--- src/sv/hcbd_pkg.sv ---
`default_nettype none

package hcbd_pkg;

  // Width limits and defaults
  localparam int LEN_BITS_DEFAULT = 32;
  localparam int BODY_LEN_W       = 32;

  // Characters of the line framing
  localparam logic [7:0] CH_CR = 8'h0D;
  localparam logic [7:0] CH_LF = 8'h0A;

  // Bytes dropped after the data of each chunk
  localparam logic [1:0] TRAIL_BYTES = 2'd2;

  // Completion status codes
  localparam logic [1:0] ST_OK        = 2'd0;
  localparam logic [1:0] ST_OVERFLOW  = 2'd1;
  localparam logic [1:0] ST_TOO_LARGE = 2'd2;

  // Decoder phases, one-hot
  typedef enum logic [6:0] {
    PH_SIZE    = 7'b0000001,
    PH_SIZE_CR = 7'b0000010,
    PH_DATA    = 7'b0000100,
    PH_SKIP    = 7'b0001000,
    PH_LAST    = 7'b0010000,
    PH_LAST_CR = 7'b0100000,
    PH_DONE    = 7'b1000000
  } phase_t;

  // Input beat
  typedef struct packed {
    logic [7:0] in_byte;
    logic       start_of_body;
  } in_beat_t;

  // Result beat
  typedef struct packed {
    logic       data_valid;
    logic [7:0] out_byte;
    logic       body_done;
    logic [1:0] status;
  } out_beat_t;

  // Hex digit decode: bit 4 set when the byte is a hex digit
  function automatic logic [4:0] hex_decode(input logic [7:0] c);
    logic [4:0] r;
    r = 5'd0;
    if (c >= "0" && c <= "9") begin
      r = {1'b1, 4'(c - 8'h30)};
    end else if (c >= "a" && c <= "f") begin
      r = {1'b1, 4'(c - 8'h57)};
    end else if (c >= "A" && c <= "F") begin
      r = {1'b1, 4'(c - 8'h37)};
    end
    return r;
  endfunction

endpackage

`default_nettype wire

--- src/sv/hcbd_core.sv ---
`default_nettype none

module hcbd_core
  import hcbd_pkg::*;
#(
  parameter int LEN_BITS = LEN_BITS_DEFAULT
) (
  input  wire logic                  clk,
  input  wire logic                  rst,
  input  wire logic                  step,
  input  wire logic [BODY_LEN_W-1:0] limit,
  input  wire in_beat_t              item,
  output out_beat_t                  result
);

  phase_t                phase, phase_next;
  logic [LEN_BITS-1:0]   chunk_remaining, chunk_remaining_next;
  logic                  digits_ended, digits_ended_next;
  logic [BODY_LEN_W-1:0] body_length, body_length_next;
  logic [1:0]            skip_count, skip_count_next;

  // state as seen by this byte, after an optional restart
  phase_t                cur_phase;
  logic [LEN_BITS-1:0]   cur_rem;
  logic                  cur_de;
  logic [BODY_LEN_W-1:0] cur_len;
  logic [1:0]            cur_skip;

  logic [4:0]            hex;
  logic [LEN_BITS-1:0]   rem_dec;
  logic [1:0]            skip_dec;

  always_comb begin
    if (item.start_of_body) begin
      cur_phase = PH_SIZE;
      cur_rem   = '0;
      cur_de    = 1'b0;
      cur_len   = '0;
      cur_skip  = '0;
    end else begin
      cur_phase = phase;
      cur_rem   = chunk_remaining;
      cur_de    = digits_ended;
      cur_len   = body_length;
      cur_skip  = skip_count;
    end
  end

  assign hex      = hex_decode(item.in_byte);
  assign rem_dec  = cur_rem - {{(LEN_BITS-1){1'b0}}, 1'b1};
  assign skip_dec = (cur_skip != 2'd0) ? cur_skip - 2'd1 : cur_skip;

  // per-byte decision
  always_comb begin
    phase_next           = cur_phase;
    chunk_remaining_next = cur_rem;
    digits_ended_next    = cur_de;
    body_length_next     = cur_len;
    skip_count_next      = cur_skip;
    result               = '0;

    unique case (cur_phase)
      PH_SIZE: begin
        if (!cur_de && hex[4]) begin
          // top nibble busy: one more digit would overflow
          if (cur_rem[LEN_BITS-1 -: 4] != 4'd0) begin
            result.body_done = 1'b1;
            result.status    = ST_OVERFLOW;
            phase_next       = PH_DONE;
          end else begin
            chunk_remaining_next = {cur_rem[LEN_BITS-5:0], hex[3:0]};
          end
        end else begin
          digits_ended_next = 1'b1;
          if (item.in_byte == CH_CR) begin
            phase_next = PH_SIZE_CR;
          end
        end
      end
      PH_SIZE_CR: begin
        if (item.in_byte == CH_LF) begin
          digits_ended_next = 1'b0;
          phase_next        = (cur_rem == '0) ? PH_LAST : PH_DATA;
        end else if (item.in_byte != CH_CR) begin
          phase_next = PH_SIZE;
        end
      end
      PH_DATA: begin
        result.data_valid = 1'b1;
        result.out_byte   = item.in_byte;
        if (cur_len != '1) begin
          body_length_next = cur_len + {{(BODY_LEN_W-1){1'b0}}, 1'b1};
        end
        chunk_remaining_next = rem_dec;
        if (rem_dec == '0) begin
          skip_count_next = TRAIL_BYTES;
          phase_next      = PH_SKIP;
        end
      end
      PH_SKIP: begin
        skip_count_next = skip_dec;
        if (skip_dec == 2'd0) begin
          chunk_remaining_next = '0;
          digits_ended_next    = 1'b0;
          phase_next           = PH_SIZE;
        end
      end
      PH_LAST: begin
        if (item.in_byte == CH_CR) begin
          phase_next = PH_LAST_CR;
        end
      end
      PH_LAST_CR: begin
        if (item.in_byte == CH_LF) begin
          result.body_done = 1'b1;
          result.status    = (limit != '0 && cur_len > limit) ? ST_TOO_LARGE : ST_OK;
          phase_next       = PH_DONE;
        end else if (item.in_byte != CH_CR) begin
          phase_next = PH_LAST;
        end
      end
      default: begin
        phase_next = PH_DONE;
      end
    endcase
  end

  // state registers, updated once per processed beat
  always_ff @(posedge clk) begin
    if (rst) begin
      phase           <= PH_SIZE;
      chunk_remaining <= '0;
      digits_ended    <= 1'b0;
      body_length     <= '0;
      skip_count      <= '0;
    end else if (step) begin
      phase           <= phase_next;
      chunk_remaining <= chunk_remaining_next;
      digits_ended    <= digits_ended_next;
      body_length     <= body_length_next;
      skip_count      <= skip_count_next;
    end
  end

endmodule

`default_nettype wire

--- src/sv/http_chunked_body_decoder.sv ---
// Channel   Direction  Handshake              Payload
// body      in         body_valid/body_stall  body_beat  (in_byte, start_of_body)
// dec       out        dec_valid/dec_stall    dec_beat   (data_valid, out_byte,
//                                                         body_done, status)
// limit     in         limit_we               limit_data (body_limit)
//
// One result beat per input beat, one beat per cycle while dec_stall is low; each
// beat passes the input register, then the result register.
// Reset is synchronous on rst and returns the decoder to a fresh size line with
// no limit. dec_stall reaches body_stall through the input register in the same
// cycle; a stalled result beat holds while the next byte waits in the input register.
`default_nettype none

module http_chunked_body_decoder
  import hcbd_pkg::*;
#(
  parameter int LEN_BITS = LEN_BITS_DEFAULT
) (
  input  wire logic                  clk,
  input  wire logic                  rst,
  input  wire logic                  body_valid,
  output logic                       body_stall,
  input  wire in_beat_t              body_beat,
  output logic                       dec_valid,
  input  wire logic                  dec_stall,
  output out_beat_t                  dec_beat,
  input  wire logic                  limit_we,
  input  wire logic [BODY_LEN_W-1:0] limit_data
);

  logic [BODY_LEN_W-1:0] body_limit;
  logic                  hold_valid;
  in_beat_t              hold_beat;
  out_beat_t             result;
  logic                  out_free;
  logic                  advance;

  // flow control
  assign out_free   = !dec_valid || !dec_stall;
  assign advance    = hold_valid && out_free;
  assign body_stall = hold_valid && !out_free;

  // limit register
  always_ff @(posedge clk) begin
    if (rst) begin
      body_limit <= '0;
    end else if (limit_we) begin
      body_limit <= limit_data;
    end
  end

  // input register
  always_ff @(posedge clk) begin
    if (rst) begin
      hold_valid <= 1'b0;
    end else if (!body_stall) begin
      hold_valid <= body_valid;
    end
  end

  always_ff @(posedge clk) begin
    if (!body_stall && body_valid) begin
      hold_beat <= body_beat;
    end
  end

  hcbd_core #(
    .LEN_BITS (LEN_BITS)
  ) u_core (
    .clk    (clk),
    .rst    (rst),
    .step   (advance),
    .limit  (body_limit),
    .item   (hold_beat),
    .result (result)
  );

  // result register
  always_ff @(posedge clk) begin
    if (rst) begin
      dec_valid <= 1'b0;
    end else if (out_free) begin
      dec_valid <= hold_valid;
    end
  end

  always_ff @(posedge clk) begin
    if (advance) begin
      dec_beat <= result;
    end
  end

`ifndef SYNTH
  // a data byte never also completes the body
  assert property (@(posedge clk) disable iff (rst)
    dec_valid |-> !(dec_beat.data_valid && dec_beat.body_done))
    else $error("data beat also flagged body_done");

  // status is only reported on the completing beat
  assert property (@(posedge clk) disable iff (rst)
    dec_valid && !dec_beat.body_done |-> dec_beat.status == ST_OK)
    else $error("status set without body_done");

  // a processed byte lands in the result register on the next cycle
  assert property (@(posedge clk) disable iff (rst)
    advance |=> dec_valid)
    else $error("processed beat did not reach the output");

  // a waiting byte is kept while the output is blocked
  assert property (@(posedge clk) disable iff (rst)
    body_stall |=> hold_valid && $stable(hold_beat))
    else $error("held input beat lost during stall");
`endif

endmodule

`default_nettype wire
--- config.mk ---
export PLATFORM = sky130hd
export DESIGN_NAME = http_chunked_body_decoder
export DESIGN_NICKNAME = d
export VERILOG_FILES = /design/src/sv/hcbd_pkg.sv /design/src/sv/hcbd_core.sv /design/src/sv/http_chunked_body_decoder.sv
export SDC_FILE = /design/constraint.sdc
export NUM_CORES = 1
export LEC_CHECK = 0
export BUFFER_PORTS_ARGS = -buffer_cell sky130_fd_sc_hd__clkbuf_2
export CORE_UTILIZATION = 40
export CTS_BUF_LIST = sky130_fd_sc_hd__clkbuf_4 sky130_fd_sc_hd__clkbuf_8
export CTS_CLUSTER_DIAMETER = 60
export DETAILED_ROUTE_END_ITERATION = 12
export PLACE_DENSITY_LB_ADDON = 0.2
export SLEW_MARGIN = 20
export SYNTH_ARGS = -nofsm -noshare
export SYNTH_HDL_FRONTEND = slang
export SYNTH_SLANG_ARGS = --single-unit
--- constraint.sdc ---
create_clock -name clk -period 4.2 [get_ports clk]
set_input_delay 0.42 -clock clk [delete_from_list [all_inputs] [get_ports clk]]
set_output_delay 0.42 -clock clk [all_outputs]
set_load 0.05 [all_outputs]
Word level (Yosys, flattened, before mapping). Index checks and enable logic that the tools add are counted.

Flip-flop bits (word level): 129. Input bits: 46. Output and inout bits: 14. Logic and storage cells: 96.

Add/sub/neg operators: 6. Magnitude comparators: 7. Equality and inequality tests: 10. Muxes and demuxes: 39. Reduce and logical (&&, ||, !) cells: 20.

Operator list (count): 2-to-1 mux 32 bit (7); case mux 32 bit (3 select lines) (1); 2-to-1 mux 7 bit (11); zero test 32 bit (2); case mux 7 bit (6 select lines) (1); adder 32 x 1 -> 32 bit, second input constant (1); > comparator 32 bit (1); != test 32 bit, second input constant (1); nonzero test 32 bit (1); subtractor 32 x 1 -> 32 bit, second input constant (1); 2-to-1 mux 5 bit (4); == test 8 x 4 -> 1 bit, second input constant (2); greater-or-equal comparator 8 x 7 -> 1 bit, second input constant (2); less-or-equal comparator 8 x 7 -> 1 bit, second input constant (2); 2-to-1 mux 3 bit (3); 2-to-1 mux 9 bit (1); greater-or-equal comparator 8 x 6 -> 1 bit, second input constant (1); less-or-equal comparator 8 x 6 -> 1 bit, second input constant (1); logical AND 1 bit (8); 2-to-1 mux 2 bit (4); != test 8 x 4 -> 1 bit, second input constant (1); subtractor 4 x 3 -> 4 bit, second input constant (2); == test 7 x 1 -> 1 bit, second input constant (1); == test 7 x 2 -> 1 bit, second input constant (1); 15 further kinds (22).

Depth between registers and ports, before layout.
Word-level depth: 8. Depth in mapped cells: 16. Depth with buffers taken out: 12.

Hierarchy. From an unflattened synthesis, not the netlist that was laid out.

Cell total of the unflattened synthesis: 993. Area, all modules: 8104.0 sq um.

Modules (own cells, without submodules): hcbd_core (instances 1, cells an instance 858, area each 6224.7 sq um, sequential area each 1481.4 sq um); http_chunked_body_decoder (instances 1, cells an instance 135, area each 1879.3 sq um, sequential area each 1311.3 sq um).

Worst setup path after synthesis. OpenSTA, ideal clock, no wires.

Path type: register to register. Start point: register hold_beat[0] (netlist bit). End point: register u_core.skip_count[0]. Data arrival time: 3.862 ns. Required time: 4.068 ns. Path slack: 0.205 ns. Cell stages (with the launch flop): 17. Buffers on the path: 5. Cell sequence: edfxtp_1 > clkbuf_1 > inv_1 > buf_4 > clkbuf_1 > clkbuf_1 > nand2_1 > ha_1 > clkbuf_1 > or4b_2 > nand2_1 > nand4_1 > mux2i_1 > or4b_1 > nand4b_1 > o311ai_1 > a21oi_1.

Cells in the longest elaborated chain, start to end: 5.

Ends and longest elaborated chain: start: declaration (line http_chunked_body_decoder.sv:33) `in_beat_t hold_beat;`; start signal: assignment (line http_chunked_body_decoder.sv:63) `hold_beat <= body_beat;`; 2-to-1 mux 32 bit (line hcbd_core.sv:34) `if (item.start_of_body) begin`; subtractor 32 x 1 -> 32 bit (line hcbd_core.sv:50) `assign rem_dec = cur_rem - {{(LEN_BITS-1){1'b0}}, 1'b1};`; zero test 32 bit (line hcbd_core.sv:95) `if (rem_dec == '0) begin`; 2-to-1 mux 2 bit (line hcbd_core.sv:95); case mux 2 bit (2 select lines) * (line hcbd_core.sv:62) `unique case (cur_phase)`; end signal: assignment (line hcbd_core.sv:141) `skip_count <= skip_count_next;`; end: declaration (line hcbd_core.sv:20) `logic [1:0] skip_count, skip_count_next;`.

Every way passes the cells marked *; elsewhere a longest branch is shown, timed or not. A chain may end at the register's enable or synchronous reset.

Final worst setup path.
Start point: register hold_beat[0] (netlist bit). End point: register u_core.phase[2].

Cells in the longest elaborated chain, start to end: 6.

Ends and longest elaborated chain: branches (longest 5 deep; another with subtractor 32 x 1 -> 32 bit); case mux 7 bit (6 select lines) * (line hcbd_core.sv:62); end signal: assignment (line hcbd_core.sv:137) `phase <= phase_next;`; end: declaration (line hcbd_core.sv:16) `phase_t phase, phase_next;`.

Every way passes the cells marked *.

==> impl_metrics.yaml <==
global_route:
  grtUsageTotal_pct: 22.0
  grt_pass1_vias: 7480
  grt_max_degree: 78
  grt_first_pass_wirelength_um: 38100
  grt_overflow: 0
  antenna_found_initial: 0
drt:
  antenna_left: 0
  drcViolationCount: 0
  first_iter_violations: 654
  viasPerCell: 5.65
  post_drt_wl_per_cell_um: 16.6
  drt_first_pass_iters: 5
  wirelength_um: 23100
  dr_total_vias: 7856
yosys:
  syn_area_per_cell_um2: 7.73
  synth_common_cells: "nor2_1, dfxtp_1, nand2_1"
  ys_ff_latch: 129
  synth_edf_count: 21
  syn-instance-count: 1080
  yosys.area.top_type_share_pct: 25.9
  synthArstFlopShare_pct: 0
  ys_warn_count: 0
  yosysSeqAreaShare_pct: 33.4
  syn-cell-area_um2: 8350
  post-synth-top-count-cell: "nor2_1"
  yosysTopAreaCell: "dfxtp_1"
  synthTopCellsByArea: "dfxtp_1, edfxtp_1, nor2_1, ha_1, nand2_1"
  synth_cell_type_count: 74
  synthesis.nets: 1165
  ys.flop_type: "dfxtp_1"
min_path:
  hold_class: "in2reg"
worst_setup_path:
  slowest_delay_ns: 0.66
  crit_path_cell_trace: "inv_1, nand2_1, ha_1, or4b_2, nand2_1, nand4_1, mux2i_1, or4b_1, nand4b_1, o31ai_1, a211oi_1"
  critical_path.startpoint_type: "flip-flop"
  cp_data_arrival_time_ns: 3.80
  critPathMostFrequentCell: "nand2_1"
  critical_path_buf_inv_count: 1
  crit_slowest_cell: "or4b_2"
  endpoint_kind: "flip-flop"
  crit_family: "simple AND/OR/NAND/NOR gates"
  timing_worst_setup_path_type: "reg2reg"
  crit_required_ns: 4.53
  path_max_fanout: 10
floorplan:
  die_height_um: 146
  coreArea_um2: 20400
  num_io_pins: 60
  fp-row-count: 52
  start_util_pct: 41.0
  die_w_um: 146
  die_area_um2: 21500
sta:
  period_minus_slack_ns: 3.46
  final-hold-violation-count: 0
  setup_viol: 0
  tns_ns: 0
  grt_setup_unrepaired: "false"
  worst_slew_pin_slew_ns: 1.09
  clock_skew_ns: 0.0156
  fmax_mhz: 289
  fin_crit_sh_pct: 82.5
  slew_violations: 0
  slew_headroom_pct: 26.3
layout:
  layoutNonFillerInstCount: 1391
  area_growth_pct: 11.4
  register_area_um2: 2790
  nFillCells: 2031
  diodes: 0
  layout-drive-gt1-share_pct: 11.4
  multi_input_area_um2: 5090
  fin_nets: 1194
clock_tree:
  clkSinkCount: 129
  tritoncts: "done"
  ctsHoldBuffers: 0
  cts_buffers: 17
  clock_path_buffers: 2
  postCtsSetupRepairBufs: 0
  cts_resized: 0
  cts-root-buf: "clkbuf_8"
  clk_pin_slew_ns: 0.08
  h-tree-depth: 4
  clk_latency_ns: 0.47
power:
  intPower_w: 0.00216
  swShare_pct: 29.6
  comb_power_share_pct: 16.1
  p_leak_nw: 3.62
  pwr-share-clk_pct: 40.2
  p_per_area_nw_per_um2: 330
  switchingPower_w: 0.000911
  sequentialPowerShare_pct: 43.6
  max-vdd-ir-drop_uv: 200
status:
  status: "complete, no violations"
placed_design:
  gp_routability_congestion: 0.932
  dp_cells: 1360
  hpwl_um: 16200
  io_buffers: 59
run:
  cap_violations: 0
[logic make-up (layout without fill, tap and decap cells)]
| kind of cell | count (synthesis) | after routing | share of synthesized area, % |
|---|---|---|---|
| flops | 129 | 129 | 33.4 |
| compound gates | 205 | 205 | 15.8 |
| buf+inv | 119 | 160 | 5.66 |
| mux | 36 | 36 | 4.33 |
| xor+xnor | 42 | 42 | 4.41 |
| fa+ha+maj | 39 | 39 | 5.84 |
| simple gates | 510 | 510 | 30.6 |
[registers in the layout, indices dropped and copies added, names as in the netlist, 2 cells and up]
| name | count |
|---|---|
| u_core.chunk_remaining | 32 |
| u_core.skip_count | 2 |
| dec_beat | 12 |
| u_core.phase | 7 |
| hold_beat | 9 |
| u_core.body_length | 32 |
| body_limit | 32 |
[power by group through the flow]
| stage | registers [W] | logic (W) | clock network [W] |
|---|---|---|---|
| 6_report | 0.00134 | 0.000496 | 0.00124 |
| 5_1_grt | 0.00135 | 0.000546 | 0.00131 |
| 2_1_floorplan | 0.00137 | 0.000345 | 0 |
| 3_5_place_dp | 0.00137 | 0.000488 | 0 |
| 4_1_cts | 0.00134 | 0.000492 | 0.00125 |
| 3_3_place_gp | 0.00137 | 0.000489 | 0 |
[final timing paths]
path / start / end / slack [ns] / cells past startpoint
setup reg to reg: hold_beat[0]$_DFFE_PP_ / u_core.phase[2]$_SDFFE_PP0P_ / 0.74 / 11
setup / recovery: hold_beat[0]$_DFFE_PP_ / u_core.phase[2]$_SDFFE_PP0P_ / 0.74 / 11
hold / removal: body_beat[2] / hold_beat[2]$_DFFE_PP_ / 0.12 / 1
hold reg to reg: u_core.digits_ended$_SDFFE_PP0P_ / u_core.digits_ended$_SDFFE_PP0P_ / 0.48 / 2
[worst register-to-register path: cells and delay by family (launching register included)]
family                   cells  cell delay (ns)
buffers and inverters        1             0.18
flip-flops                   1             0.34
multiplexers                 1             0.24
adder cells (fa/ha/maj)      1             0.19
AND/OR/NAND/NOR              6             1.97
AO/OA/AOI/OAI                2             0.40
[per-layer routing]
layer  routed length, um  global-route usage [%]  up-vias
li1                    -                       -     3900
met3                1220                    3.31       30
met4                 388                    7.40        0
met1               11200                    31.0     3681
met2               10300                    34.3      245
met5                   0                       0        -
[placed cells by master, fill, tap and decap left out, drive strengths merged, types with 36 or more instances in the layout]
master  Yosys  final
a21oi      70     70
clkbuf     57     78
dfxtp     108    108
ha         39     39
inv        52     56
nand2     104    104
nand3      36     36
nor2      152    152
nor2b      41     41
nor3       37     37
o21ai      48     48
[area by class of cell]
type	count	share of cell area [%]
Multi-Input combinational cell	832	54.7
Sequential cell	129	30.0
Timing Repair Buffer	76	4.71
Tap cell	270	3.63
Clock buffer	20	2.89
Inverter	53	2.14
Clock inverter	11	1.90
[stage by stage]
step | utilization, % | worst slack (ns) | hold slack [ns] | cell area [um^2] | total power, W
floorplan | - | 0.205 | 0.445 | 8350 | 0.00172
global placement | 43.5 | 0.900 | 0.466 | 8860 | 0.00186
detailed placement | 43.5 | 0.829 | 0.469 | 8860 | 0.00186
CTS | 45.7 | 0.832 | 0.112 | 9300 | 0.00308
global route | 45.7 | 0.578 | 0.106 | 9310 | 0.00320
finish | 45.7 | 0.736 | 0.123 | 9310 | 0.00307
(Power assumes the default switching activity.)
